===== src/rtl/bnla_pkg.sv =====
// shared types and constants for the batch norm, bias and leaky activation block
`default_nettype none

package bnla_pkg;

  localparam int SAMPLE_W  = 16;
  localparam int CHANNEL_W = 10;
  localparam int CFG_IDX_W = 3;
  localparam int CFG_DATA_W = 16;

  localparam int DEF_MAX_CHANNELS = 1024;
  localparam int DEF_STRIPE_WIDTH = 8;

  // 0.1 as a fraction of 2^16
  localparam int LEAKY_NUM = 6554;

  localparam logic [CFG_IDX_W-1:0] CFG_CHANNEL_COUNT = 3'd0;
  localparam logic [CFG_IDX_W-1:0] CFG_SPATIAL_SIZE  = 3'd1;
  localparam logic [CFG_IDX_W-1:0] CFG_BATCH_COUNT   = 3'd2;
  localparam logic [CFG_IDX_W-1:0] CFG_NORM_ENABLE   = 3'd3;
  localparam logic [CFG_IDX_W-1:0] CFG_LEAKY_ENABLE  = 3'd4;

  typedef enum logic [1:0] {
    LK_INV_DEV = 2'd0,
    LK_MEAN    = 2'd1,
    LK_SCALE   = 2'd2,
    LK_BIAS    = 2'd3
  } load_kind_t;

  typedef enum logic [2:0] {
    ST_IDLE,
    ST_DIFF,
    ST_MUL_A,
    ST_MUL_B,
    ST_ACT,
    ST_FIN
  } state_t;

  typedef struct packed {
    logic                 load_wr;
    load_kind_t           load_kind;
    logic                 rd_en;
    logic                 diff_en;
    logic                 mul_a_en;
    logic                 mul_b_en;
    logic                 act_en;
    logic                 out_load;
    logic [CHANNEL_W-1:0] channel;
    logic                 last;
  } ctrl_cmd_t;

  typedef struct packed {
    logic out_free;
  } dp_status_t;

endpackage

`default_nettype wire


===== src/rtl/bnla_ctrl.sv =====
// controller: state machine, parameter load counters and striped channel counters
`default_nettype none

module bnla_ctrl #(
  parameter int MAX_CHANNELS = bnla_pkg::DEF_MAX_CHANNELS,
  parameter int STRIPE_WIDTH = bnla_pkg::DEF_STRIPE_WIDTH
) (
  input  logic                           clk,
  input  logic                           rst_n,
  input  logic                           in_valid,
  input  logic                           in_kind,
  output logic                           in_stall,
  input  logic [10:0]                    cfg_channel_count,
  input  logic [15:0]                    cfg_spatial_size,
  input  logic [8:0]                     cfg_batch_count,
  input  bnla_pkg::dp_status_t           status,
  output bnla_pkg::ctrl_cmd_t            cmd,
  output logic [$clog2(MAX_CHANNELS)-1:0] wr_addr,
  output logic [$clog2(MAX_CHANNELS)-1:0] rd_addr
);
  import bnla_pkg::*;

  localparam int AW      = $clog2(MAX_CHANNELS);
  localparam int SW_BITS = (STRIPE_WIDTH > 1) ? $clog2(STRIPE_WIDTH) : 1;
  localparam int CH_W    = 11 + SW_BITS;
  localparam logic [SW_BITS:0] SW_CNT = (SW_BITS + 1)'(STRIPE_WIDTH);

  state_t state_r, state_nxt;

  logic [1:0]         load_kind_r, load_kind_nxt;
  logic [9:0]         load_ch_r, load_ch_nxt;
  logic [SW_BITS-1:0] stripe_r, stripe_nxt;
  logic [15:0]        spatial_r, spatial_nxt;
  logic [9:0]         group_r, group_nxt;
  logic [7:0]         batch_r, batch_nxt;

  logic [10:0]   nch;
  logic [CH_W-1:0] ch;
  logic [CH_W-1:0] g_lim;
  logic          load_end, s_end, p_end, g_end, b_end;
  logic          acc_load, acc_data;

  assign nch = (cfg_channel_count == 11'd0) ? 11'd1 :
               ((32'(cfg_channel_count) > MAX_CHANNELS) ? 11'(MAX_CHANNELS) :
                cfg_channel_count);

  assign ch    = (CH_W'(group_r) * CH_W'(STRIPE_WIDTH)) + CH_W'(stripe_r);
  assign g_lim = (CH_W'(group_r) + CH_W'(1)) * CH_W'(STRIPE_WIDTH);

  assign load_end = ({1'b0, load_ch_r} + 11'd1) >= nch;
  assign s_end    = ({1'b0, stripe_r} + (SW_BITS + 1)'(1)) >= SW_CNT;
  assign p_end    = ({1'b0, spatial_r} + 17'd1) >= {1'b0, cfg_spatial_size};
  assign g_end    = g_lim >= CH_W'(nch);
  assign b_end    = ({1'b0, batch_r} + 9'd1) >= cfg_batch_count;

  assign acc_load = (state_r == ST_IDLE) && in_valid && !in_kind;
  assign acc_data = (state_r == ST_IDLE) && in_valid && in_kind;

  assign wr_addr = AW'(load_ch_r);
  assign rd_addr = AW'(ch);

  // next state
  always_comb begin
    state_nxt = state_r;
    case (state_r)
      ST_IDLE:  if (acc_data) state_nxt = ST_DIFF;
      ST_DIFF:  state_nxt = ST_MUL_A;
      ST_MUL_A: state_nxt = ST_MUL_B;
      ST_MUL_B: state_nxt = ST_ACT;
      ST_ACT:   state_nxt = ST_FIN;
      ST_FIN:   if (status.out_free) state_nxt = ST_IDLE;
      default:  state_nxt = ST_IDLE;
    endcase
  end

  // outputs
  always_comb begin
    in_stall      = 1'b1;
    cmd           = '0;
    cmd.load_kind = load_kind_t'(load_kind_r);
    cmd.channel   = ch[CHANNEL_W-1:0];
    cmd.last      = s_end && p_end && g_end && b_end;
    case (state_r)
      ST_IDLE: begin
        in_stall    = 1'b0;
        cmd.load_wr = acc_load;
        cmd.rd_en   = acc_data;
      end
      ST_DIFF:  cmd.diff_en  = 1'b1;
      ST_MUL_A: cmd.mul_a_en = 1'b1;
      ST_MUL_B: cmd.mul_b_en = 1'b1;
      ST_ACT:   cmd.act_en   = 1'b1;
      ST_FIN:   cmd.out_load = status.out_free;
      default: begin
        in_stall = 1'b1;
      end
    endcase
  end

  // counters
  always_comb begin
    load_kind_nxt = load_kind_r;
    load_ch_nxt   = load_ch_r;
    stripe_nxt    = stripe_r;
    spatial_nxt   = spatial_r;
    group_nxt     = group_r;
    batch_nxt     = batch_r;
    if (acc_load) begin
      if (load_end) begin
        load_ch_nxt   = 10'd0;
        load_kind_nxt = load_kind_r + 2'd1;
      end else begin
        load_ch_nxt = load_ch_r + 10'd1;
      end
    end
    if (acc_data) begin
      if (!s_end) begin
        stripe_nxt = stripe_r + SW_BITS'(1);
      end else begin
        stripe_nxt = '0;
        if (!p_end) begin
          spatial_nxt = spatial_r + 16'd1;
        end else begin
          spatial_nxt = 16'd0;
          if (!g_end) begin
            group_nxt = group_r + 10'd1;
          end else begin
            group_nxt = 10'd0;
            batch_nxt = b_end ? 8'd0 : (batch_r + 8'd1);
          end
        end
      end
    end
  end

  always_ff @(posedge clk) begin
    if (!rst_n) begin
      state_r     <= ST_IDLE;
      load_kind_r <= 2'd0;
      load_ch_r   <= 10'd0;
      stripe_r    <= '0;
      spatial_r   <= 16'd0;
      group_r     <= 10'd0;
      batch_r     <= 8'd0;
    end else begin
      state_r     <= state_nxt;
      load_kind_r <= load_kind_nxt;
      load_ch_r   <= load_ch_nxt;
      stripe_r    <= stripe_nxt;
      spatial_r   <= spatial_nxt;
      group_r     <= group_nxt;
      batch_r     <= batch_nxt;
    end
  end

endmodule

`default_nettype wire


===== config.mk =====
export PLATFORM = sky130hd
export DESIGN_NAME = bnla_ctrl
export DESIGN_NICKNAME = d
export VERILOG_FILES = /design/src/rtl/bnla_pkg.sv /design/src/rtl/bnla_ctrl.sv
export SDC_FILE = /design/constraint.sdc
export NUM_CORES = 1
export LEC_CHECK = 0
export BUFFER_PORTS_ARGS = -buffer_cell sky130_fd_sc_hd__buf_2
export CORE_MARGIN = 4
export CORE_UTILIZATION = 56
export CTS_BUF_LIST = sky130_fd_sc_hd__clkbuf_8 sky130_fd_sc_hd__clkbuf_16
export CTS_CLUSTER_DIAMETER = 120
export CTS_CLUSTER_SIZE = 16
export DETAILED_ROUTE_END_ITERATION = 6
export GPL_TIMING_DRIVEN = 0
export HOLD_SLACK_MARGIN = 0.08
export PLACE_DENSITY_LB_ADDON = 0.15
export SETUP_SLACK_MARGIN = 0.2
export SLEW_MARGIN = 20
export SYNTH_ARGS = -nofsm -noshare
export SYNTH_HDL_FRONTEND = slang
export SYNTH_SLANG_ARGS = --single-unit

===== constraint.sdc =====
create_clock -name clk -period 3.91 [get_ports clk]
set_input_delay 0.391 -clock clk [delete_from_list [all_inputs] [get_ports clk]]
set_output_delay 0.391 -clock clk [all_outputs]
set_load 0.03 [all_outputs]

==> reports/metrics.sh, run 1 <==
OUTCOME='finished clean'
MET2ROUTEDLENGTH_UM=4460
WORSTREG2REGEND='spatial_r[14]'
SYN-INSTANCE-COUNT=520
WORST_EP_REQUIRED_TIME_NS=3.52
DRT_DRC_VIOLATIONS_LEFT=0
WORST_IR_DROP_VDD_mV=0.204
CRIT_FANOUT=10
ROUTE.LAYER.MET1.WL_UM=4420
NFILLCELLS=603
WL_PER_CELL_UM=13.4
CTS.ROOT.BUFFER_CELL='sky130_fd_sc_hd__clkbuf_8'
FINAL.HOLD.WORST_SLACK_NS=0.398
DETAILROUTE.WIRELENGTH.MET3_UM=568
TIMING.MAX_SLEW.REL_SLACK_PCT=47.0
TOP_LAYER_USED='met4'
HP-CLASS='input pin to flip-flop'
WORST-SLEW-PIN-TRANSITION_NS=0.790
SETUP_VIOLATORS_FINAL=0
POST_DRT_VIA_CELL_RATIO=5.62
MAXCAPVIOLCOUNT=0
TIMING.SETUP.TNS_NS=0
FIRST_GLOBAL_VIAS=3668
NUMPORTBUFFERS=81
GRT_FIRST_PASS_WIRELENGTH_UM=15800
MIN_DELAY_WORST_ENDPOINT='state_r[0]'
CTS_SINKS=52
TRITONCTS='built'
SYNTH.LIB_CELLS_USED.DISTINCT=55
CLOCK_LATENCY_NS=0.31
PLACEMENT_ROWS=30
PLACE.GP.CONGESTION=0.856
DIE_H_UM=93.6
DETAIL-ROUTE-ANTENNA-NETS=0
AVGSYNTHCELLAREA_UM2=7.89
DIODES=0
CTS.REPORTEDPATHS.CLKPINSLEW_NS=0.09
MIN_DELAY_PATH_DEPTH=4
FIN_WORST_SKEW_NS=0.00962
HPWLAFTERDP_UM=7420
VIAS=3998
GRT_SETUP_UNREPAIRED='yes'
SYNTHARSTFLOPSHARE_PCT=0
FLOORPLAN.INITIALDENSITY_PCT=59.1
DOMINANTREGCELLSYNTH='sky130_fd_sc_hd__dfxtp_1'
SYNTH.FF_LATCH_COUNT=52
SYNTHESIS.AREA_MM2=0.00410
TIMING.REG2REG.SETUP_SLACK_NS=0.35
CRITICAL_PATH.STARTPOINT_TYPE='input pin'
PATH_CLASS='input pin to output pin'
WORST_EP_ARRIVAL_TIME_NS=3.19
POST-ROUTE-MIN-PERIOD_NS=3.59
PWR_DENSITY_CELL_mW_PER_MM2=217
GRT_START_MAX_NET_PINS=16
DIE_W_UM=93.6
CTS_HOLD_REPAIR.BUFFERS=0
GRT_OVERFLOW_TOTAL=0
WORST_HOLD_STARTPOINT='status'
DRT_PASS1_ITERATIONS=5
CORE-AREA_MM2=0.00694
YS_SEQ_AREA_SHARE_PCT=25.4
POST-ROUTE-WORST-SETUP-SLACK_NS=0.324
YS.WARNINGS.COUNT=0
STARTPOINT_OF_THE_MOST_CRITICAL_REGISTER_TO_REGISTER_PATH='spatial_r[0]'
DIE-AREA_MM2=0.00876
TOTALWIRELENGTH_UM=9520
DRT-INITIAL-DRC-COUNT=154
NETS=705
MAPPEDNETLISTNETS=610
CTS.PATH.MAX_BUFFERS=2
CP_ENDPOINT_KIND='output pin'
ANTENNA_FOUND_INITIAL=0
DRIVE_ABOVE_1_SHARE_PCT=25.3
CTSHTREEMAXLEVEL=2
HOLD_VIOL_FINAL=0
GRT_UTIL_ALL_LAYERS_PCT=21.7
MAXCLOCKFREQUENCY_MHz=279
AREAGROWTHSYNTHTOFINISH_PCT=19.3
PIN_COUNT=82
MIN_PERIOD_OVER_PERIOD_PCT=91.7
LEAKAGE_POWER_TOTAL_uW=0.00238
TRITONCTS.NUM_BUFFERS=5
POST-PLACE-WS_NS=0.0200
TIMING_MAX_TRANSITION_VIOLATIONS_FINAL=0
EDFF_COUNT_SYNTH=0
REG2REGPATHDEPTH=14
[routing by layer]
metal | vias up | GRT usage, %
li1 | 2017 | -
met1 | 1843 | 29.1
met2 | 130 | 36.2
met3 | 8 | 3.30
met4 | 0 | 5.90
met5 | - | 0
[cells in the mapped netlist (2+ instances only)]
| master | instances | share of area, % |
|---|---|---|
| sky130_fd_sc_hd__nand4b_1 | 4 | 0.85 |
| sky130_fd_sc_hd__nor4_2 | 2 | 0.61 |
| sky130_fd_sc_hd__and4_1 | 2 | 0.43 |
| sky130_fd_sc_hd__inv_1 | 39 | 3.6 |
| sky130_fd_sc_hd__mux2i_1 | 3 | 0.73 |
| sky130_fd_sc_hd__o2111ai_1 | 2 | 0.43 |
| sky130_fd_sc_hd__o22ai_1 | 4 | 0.61 |
| sky130_fd_sc_hd__ha_1 | 49 | 15 |
| sky130_fd_sc_hd__o21ai_0 | 31 | 3.8 |
| sky130_fd_sc_hd__nand2b_1 | 4 | 0.61 |
| sky130_fd_sc_hd__nand2_1 | 48 | 4.4 |
| sky130_fd_sc_hd__or3_1 | 10 | 1.5 |
| sky130_fd_sc_hd__nor2b_1 | 6 | 0.92 |
| sky130_fd_sc_hd__nor3_1 | 6 | 0.73 |
| sky130_fd_sc_hd__a21o_1 | 4 | 0.73 |
| sky130_fd_sc_hd__nor2_1 | 39 | 3.6 |
| sky130_fd_sc_hd__nand3b_1 | 5 | 0.92 |
| sky130_fd_sc_hd__buf_2 | 5 | 0.61 |
| sky130_fd_sc_hd__buf_4 | 19 | 3.5 |
| sky130_fd_sc_hd__or2_2 | 4 | 0.61 |
| sky130_fd_sc_hd__nor4_1 | 7 | 1.1 |
| sky130_fd_sc_hd__xor2_1 | 17 | 3.6 |
| sky130_fd_sc_hd__a22o_1 | 7 | 1.5 |
| sky130_fd_sc_hd__and3_1 | 15 | 2.3 |
| sky130_fd_sc_hd__nand4_1 | 7 | 1.1 |
| sky130_fd_sc_hd__a31oi_1 | 2 | 0.30 |
| sky130_fd_sc_hd__o21ai_1 | 2 | 0.24 |
| sky130_fd_sc_hd__a21oi_1 | 33 | 4.0 |
| sky130_fd_sc_hd__o21a_1 | 3 | 0.55 |
| sky130_fd_sc_hd__nand3_1 | 25 | 3.0 |
| sky130_fd_sc_hd__clkbuf_1 | 10 | 0.92 |
| sky130_fd_sc_hd__a211oi_1 | 8 | 1.5 |
| sky130_fd_sc_hd__dfxtp_1 | 52 | 25 |
| sky130_fd_sc_hd__xnor2_1 | 20 | 4.3 |
| sky130_fd_sc_hd__o211ai_1 | 3 | 0.55 |
| sky130_fd_sc_hd__nor3b_1 | 4 | 0.73 |
[how the worst max path moves through the flow]
stage                               startpoint             to  slack, ns
after floorplan           cfg_channel_count[6]         cmd[0]       0.38
after global placement    cfg_channel_count[6]         cmd[0]       0.06
after detailed placement  cfg_channel_count[6]         cmd[0]       0.02
after CTS                         spatial_r[0]  spatial_r[14]       0.14
after global routing              spatial_r[5]  spatial_r[14]       0.16
final                     cfg_channel_count[6]         cmd[0]       0.32
[sequential cells by signal, indices dropped and copies added (netlist names)]
name,count
batch_r,8
stripe_r,3
group_r,10
load_kind_r,2
state_r,3
wr_addr,10
spatial_r,16
[stage by stage]
step	total power, µW	area, µm²	std cells	util (%)
2_1_floorplan	690	4110	520	-
3_3_place_gp	747	4630	697	66.7
3_5_place_dp	753	4630	697	66.7
4_1_cts	1060	4760	707	68.6
5_1_grt	1120	4890	712	70.5
6_report	1060	4890	712	70.5
[power breakdown]
part | leakage (µW) | switching (µW) | total, µW | internal (µW)
registers | 0.000421 | 7.88 | 544 | 537
clock network | 0.0000486 | 173 | 315 | 142
logic | 0.00191 | 125 | 203 | 77.6
[final cells by class]
cell class | count | area (µm²) | share of cell area (%)
Multi-Input combinational cell | 394 | 2810 | 57.4
Sequential cell | 52 | 1050 | 21.4
Timing Repair Buffer | 88 | 460 | 9.41
Buffer | 35 | 218 | 4.45
Inverter | 39 | 146 | 2.99
Tap cell | 96 | 120 | 2.45
Clock buffer | 6 | 82.6 | 1.69
Clock inverter | 2 | 11.3 | 0.230
[worst max-delay path, stage by stage]
cell and delay (ns):
sky130_fd_sc_hd__buf_2 0.12, sky130_fd_sc_hd__nor4_4 0.31, sky130_fd_sc_hd__nand3_1 0.17, sky130_fd_sc_hd__o21ai_2 0.24, sky130_fd_sc_hd__nand2_1 0.14, sky130_fd_sc_hd__ha_1 0.31, sky130_fd_sc_hd__nand4b_1 0.13, sky130_fd_sc_hd__a211oi_2 0.20
sky130_fd_sc_hd__o311ai_2 0.11, sky130_fd_sc_hd__and4_1 0.22, sky130_fd_sc_hd__buf_4 0.16, sky130_fd_sc_hd__buf_2 0.20, sky130_fd_sc_hd__nor4_4 0.29, sky130_fd_sc_hd__buf_4 0.21
[kinds of logic after synthesis]
logic type / count (synthesis) / synth area share [%]
AO/OA/AOI/OAI: 111 / 17.3
XOR/XNOR: 37 / 7.90
adder cells (fa/ha/maj): 49 / 14.9
buffers and inverters: 74 / 8.84
flip-flops: 52 / 25.4
multiplexers: 4 / 1.01
AND/OR/NAND/NOR: 193 / 24.6
[timing repair]
item,in CTS,in global routing
buffers inserted,2,5
pin swaps,2,6
endpoints found under the setup margin,1,33
resized for setup,4,24
[layout by cell type (no fill, tap or decap), types with 7 or more instances in the layout]
cell,Yosys,routed
sky130_fd_sc_hd__buf_2,5,85
sky130_fd_sc_hd__nand2_1,48,48
sky130_fd_sc_hd__dfxtp_1,52,48
sky130_fd_sc_hd__ha_1,49,47
sky130_fd_sc_hd__inv_1,39,40
sky130_fd_sc_hd__nor2_1,39,36
sky130_fd_sc_hd__a21oi_1,33,33
sky130_fd_sc_hd__o21ai_0,31,30
sky130_fd_sc_hd__buf_4,19,27
sky130_fd_sc_hd__nand3_1,25,24
sky130_fd_sc_hd__xnor2_1,20,20
sky130_fd_sc_hd__xor2_1,17,17
sky130_fd_sc_hd__and3_1,15,12
sky130_fd_sc_hd__or3_1,10,10
sky130_fd_sc_hd__clkbuf_1,10,9
sky130_fd_sc_hd__nand4_1,7,7
sky130_fd_sc_hd__a211oi_1,8,7
sky130_fd_sc_hd__a22o_1,7,7
Note: power is estimated with default switching activity, not from simulation.
==> run 2, diff against run 1 <==
--- a/config.mk
+++ b/config.mk
@@ -5,9 +5,10 @@
 export SDC_FILE = /design/constraint.sdc
 export NUM_CORES = 1
 export LEC_CHECK = 0
+export ABC_AREA = 1
 export BUFFER_PORTS_ARGS = -buffer_cell sky130_fd_sc_hd__buf_2
 export CORE_MARGIN = 4
-export CORE_UTILIZATION = 56
+export CORE_UTILIZATION = 57
 export CTS_BUF_LIST = sky130_fd_sc_hd__clkbuf_8 sky130_fd_sc_hd__clkbuf_16
 export CTS_CLUSTER_DIAMETER = 120
 export CTS_CLUSTER_SIZE = 16
==> constraint.sdc (replaced) <==
create_clock -name clk -period 3.91 [get_ports clk]
set_input_delay 0.1955 -clock clk [delete_from_list [all_inputs] [get_ports clk]]
set_output_delay 0.1955 -clock clk [all_outputs]
set_load 0.03 [all_outputs]
==> run 2 against run 1 <==
Net effect: fmax up 3.7%; wire length up 4.7%; die area up 3.8%; count of clock-buffer cells in the layout down 1; via count up 5.5%; global-route usage up 0.77 points; register-to-register slack better by 0.24 ns; worst hold slack worse by 0.16 ns; combinational power up 50%; setup slack better by 0.13 ns; critical endpoint unchanged.
==> reports/metrics.sh, run 2 <==
WORST_EP_ARRIVAL_TIME_NS=3.26  # +0.07 ns
SYNTH_TOP_CELL_AREA_SHARE_PCT=23.9  # -1.4 points
CTS.PATH.MAX_BUFFERS=2  # unchanged
WORST_IR_DROP_VDD_mV=0.134  # -34%
YOSYS-TOP-CELLS-COUNT='138 x sky130_fd_sc_hd__nand2_1, 95 x sky130_fd_sc_hd__inv_1, 83 x sky130_fd_sc_hd__nor2_1'
STARTPOINT_OF_THE_MOST_CRITICAL_REGISTER_TO_REGISTER_PATH='spatial_r[1]'
PATH_CLASS='flip-flop to output pin'
AVGSYNTHCELLAREA_UM2=6.76  # -14%
CTS.REPORTEDPATHS.CLKPINSLEW_NS=0.09  # about the same
WORST-SLEW-PIN-TRANSITION_NS=0.537  # -0.253 ns
DRT-INITIAL-DRC-COUNT=118  # -23%
CTS_SINKS=52  # unchanged
SYNTH.LARGEST_AREA_CELL='sky130_fd_sc_hd__dfxtp_1'
NETS=826  # +17%
SYNTHTOPCELLSBYAREA='sky130_fd_sc_hd__dfxtp_1 24%, sky130_fd_sc_hd__ha_1 14%, sky130_fd_sc_hd__nand2_1 12%'
GRT_START_MAX_NET_PINS=15  # -1
CTSHTREEMAXLEVEL=2  # unchanged
TIMING_MAX_TRANSITION_VIOLATIONS_FINAL=0  # unchanged
YS.WARNINGS.COUNT=0  # unchanged
GRT_UTIL_ALL_LAYERS_PCT=22.4  # +0.77 points
CORE-AREA_MM2=0.00733  # +5.6%
CRIT_END='cmd[0]'
SYNTHESIS.AREA_MM2=0.00435  # +6.0%
WORSTREG2REGEND='spatial_r[11]'
PWR_DENSITY_CELL_mW_PER_MM2=242  # +12%
GRT_FIRST_PASS_WIRELENGTH_UM=16500  # +4.5%
POST_DRT_VIA_CELL_RATIO=5.05  # -10%
PLACE.GP.CONGESTION=0.895  # +4.7%
CRIT_FANOUT=10  # unchanged
MAXCAPVIOLCOUNT=0  # unchanged
LARGEST_REG_FLOPS=16  # unchanged
DIE_H_UM=95.4  # +1.9%
NUMPORTBUFFERS=80  # -1.2%
HP-CLASS='input pin to flip-flop'
LARGEST_REGISTER='spatial_r'
FIN_WORST_SKEW_NS=0.00836  # -0.00126 ns
WL_PER_CELL_UM=11.9  # -11%
PIN_COUNT=82  # unchanged
NFILLCELLS=665  # +10%
MAXCLOCKFREQUENCY_MHz=289  # +3.7%
GRT_SETUP_UNREPAIRED='no'
MAPPEDNETLISTNETS=734  # +20%
FIRST_GLOBAL_VIAS=3891  # +6.1%
SYNTHARSTFLOPSHARE_PCT=0  # unchanged
TIMING.MAX_SLEW.REL_SLACK_PCT=63.9  # +17 points
CRITICAL_PATH.STARTPOINT_TYPE='flip-flop'
TRITONCTS='built'
SYNTH.LIB_CELLS_USED.DISTINCT=41  # -25%
TIMING.SETUP.TNS_NS=0  # unchanged
FINAL_CELL_AREA_MM2=0.00504  # +3.1%
TIMING.REG2REG.SETUP_SLACK_NS=0.59  # +0.24 ns
MOST_INSTANTIATED_LIBRARY_CELL_AFTER_SYNTHESIS='sky130_fd_sc_hd__nand2_1'
VIAS=4219  # +5.5%
MIN_PERIOD_OVER_PERIOD_PCT=88.4  # -3.3 points
DRT_DRC_VIOLATIONS_LEFT=0  # unchanged
PLACEMENT_ROWS=31  # +3.3%
OUTCOME='finished clean'
EDFF_COUNT_SYNTH=0  # unchanged
LEAKAGE_POWER_TOTAL_uW=0.00268  # +13%
POST-ROUTE-WORST-SETUP-SLACK_NS=0.453  # +0.129 ns
POSTPLACECELLAREA_MM2=0.00487  # +5.2%
DRT_PASS1_ITERATIONS=4  # -1
FINAL_COMMON_CELL='sky130_fd_sc_hd__nand2_1'
ANTENNA_FOUND_INITIAL=0  # unchanged
REG2REGPATHDEPTH=19  # +5
DOMINANTREGCELLSYNTH='sky130_fd_sc_hd__dfxtp_1'
POST-ROUTE-MIN-PERIOD_NS=3.46  # -0.129 ns
TOTALWIRELENGTH_UM=9970  # +4.7%
SYN-INSTANCE-COUNT=644  # +24%
YS_SEQ_AREA_SHARE_PCT=23.9  # -1.4 points
FLOORPLAN.INITIALDENSITY_PCT=59.3  # +0.26 points
DIE-AREA_MM2=0.00909  # +3.8%
AREAGROWTHSYNTHTOFINISH_PCT=15.9
SYNTH.FF_LATCH_COUNT=52  # unchanged
WORST_EP_REQUIRED_TIME_NS=3.71  # +0.19 ns
TRITONCTS.NUM_BUFFERS=5  # unchanged
FINAL_CELL_MIX='138 x sky130_fd_sc_hd__nand2_1, 95 x sky130_fd_sc_hd__inv_1, 83 x sky130_fd_sc_hd__nor2_1, 79 x sky130_fd_sc_hd__buf_2, 50 x sky130_fd_sc_hd__dfxtp_1'
SETUP_VIOLATORS_FINAL=0  # unchanged
CTS.ROOT.BUFFER_CELL='sky130_fd_sc_hd__clkbuf_8'
GRT_OVERFLOW_TOTAL=0  # unchanged
CLOCK_LATENCY_NS=0.30  # about the same
SETUP.WORST_PATH.START='spatial_r[1]'
DRIVE_ABOVE_1_SHARE_PCT=19.7  # -5.6 points
POST-PLACE-WS_NS=0.398  # +0.378 ns
HOLD_VIOL_FINAL=0  # unchanged
HPWLAFTERDP_UM=8230  # +11%
DIE_W_UM=95.4  # +1.9%
DETAIL-ROUTE-ANTENNA-NETS=0  # unchanged
CP_ENDPOINT_KIND='output pin'
CTS_HOLD_REPAIR.BUFFERS=0  # unchanged
==> run 2: changes by cell type in the layout (fill, tap and decap cells not counted), sizes merged, moves of 12 or more <==
cell / previous run / this run
nand2: 48 / 145
inv: 40 / 98
nor2: 39 / 92
xnor2: 20 / 0
and3: 15 / 0
nand4: 7 / 19
nor3: 7 / 19
xor2: 17 / 29
==> run 2: worst min path at each step <==
stage               depth (start not counted)              to  slack [ns]       start
floorplan                                   3      state_r[2]        0.45      status
global placement                            2      batch_r[7]        0.47  batch_r[7]
detailed placement                          2      batch_r[7]        0.48  batch_r[7]
CTS                                         4  load_kind_r[1]        0.24     in_kind
global route                                4  load_kind_r[1]        0.28     in_kind
finish                                      4  load_kind_r[1]        0.24     in_kind
==> run 2: stage by stage <==
step	power, µW	util [%]	cells	hold slack [ns]
after detailed placement	880	66.5	823	0.477
after global routing	1290	68.8	834	0.281
after floorplan	788	-	644	0.447
final	1220	68.8	835	0.238
after CTS	1230	68.0	829	0.236
after global placement	871	66.5	823	0.468
==> run 2: where the power goes <==
part,total [µW],internal [µW],switching [µW],leakage [µW]
clock,356,184,172,0.0000501
sequential,563,544,18.8,0.000421
combinational,304,97.0,207,0.00221
total,1220,825,398,0.00268
==> run 2: area by class of cell <==
type                    instances  area, µm²  share of cell area, %
multi-input cells             467       2780                   55.0
flip-flops and latches         52       1050                   20.7
repair buffers                 85        440                   8.73
inverters                      99        373                   7.39
plain buffers                  26        184                   3.65
well taps                      99        124                   2.46
clock buffers                   5       68.8                   1.36
clock inverters                 1       30.0                  0.595
diodes                          1       2.50                 0.0496
==> run 2: critical path, stage by stage (launching register included) <==
cell                      delay [ns]
sky130_fd_sc_hd__dfxtp_1        0.37
sky130_fd_sc_hd__nand3_2        0.14
sky130_fd_sc_hd__nor2_4         0.13
sky130_fd_sc_hd__nand2_2        0.08
sky130_fd_sc_hd__nor2_1         0.09
sky130_fd_sc_hd__nand2_1        0.10
sky130_fd_sc_hd__nor2_4         0.12
sky130_fd_sc_hd__nand3_2        0.10
sky130_fd_sc_hd__nor2_1         0.10
sky130_fd_sc_hd__nand2_1        0.07
sky130_fd_sc_hd__xor2_1         0.16
sky130_fd_sc_hd__ha_1           0.28
sky130_fd_sc_hd__inv_1          0.05
sky130_fd_sc_hd__nor2_1         0.14
sky130_fd_sc_hd__nand4_1        0.11
sky130_fd_sc_hd__o21ai_1        0.16
sky130_fd_sc_hd__inv_1          0.09
sky130_fd_sc_hd__nand3_4        0.11
sky130_fd_sc_hd__buf_8          0.15
sky130_fd_sc_hd__nand3_1        0.07
sky130_fd_sc_hd__nor2_1         0.16
sky130_fd_sc_hd__buf_4          0.18
==> run 2: kinds of logic (layout without fill, tap and decap cells) <==
logic type	after synthesis	count (layout)	share of synthesized area, %
buf+inv	125	216	12.6
simple gates	314	314	34.3
fa+ha+maj	49	49	14.1
xor+xnor	29	29	5.84
other cells	0	1	0
compound gates	75	75	9.23
flops	52	52	23.9
==> run 2: timing repair <==
action | in CTS | in global routing
gates cloned | 0 | 0
pin swaps | 1 | 1
hold endpoints to repair | 0 | 0
buffers inserted | 0 | 5
endpoints found under the setup margin | 1 | 1
gates resized for setup | 4 | 6
==> run 2: per-layer routing <==
metal | GRT usage, % | share of wire, % | vias to the layer above
met2 | 39.8 | 48 | 76
met4 | 5.89 | 1.2 | 0
met3 | 3.47 | 4.4 | 11
met5 | 0 | 0 | -
met1 | 28.1 | 46 | 1895
li1 | - | - | 2237
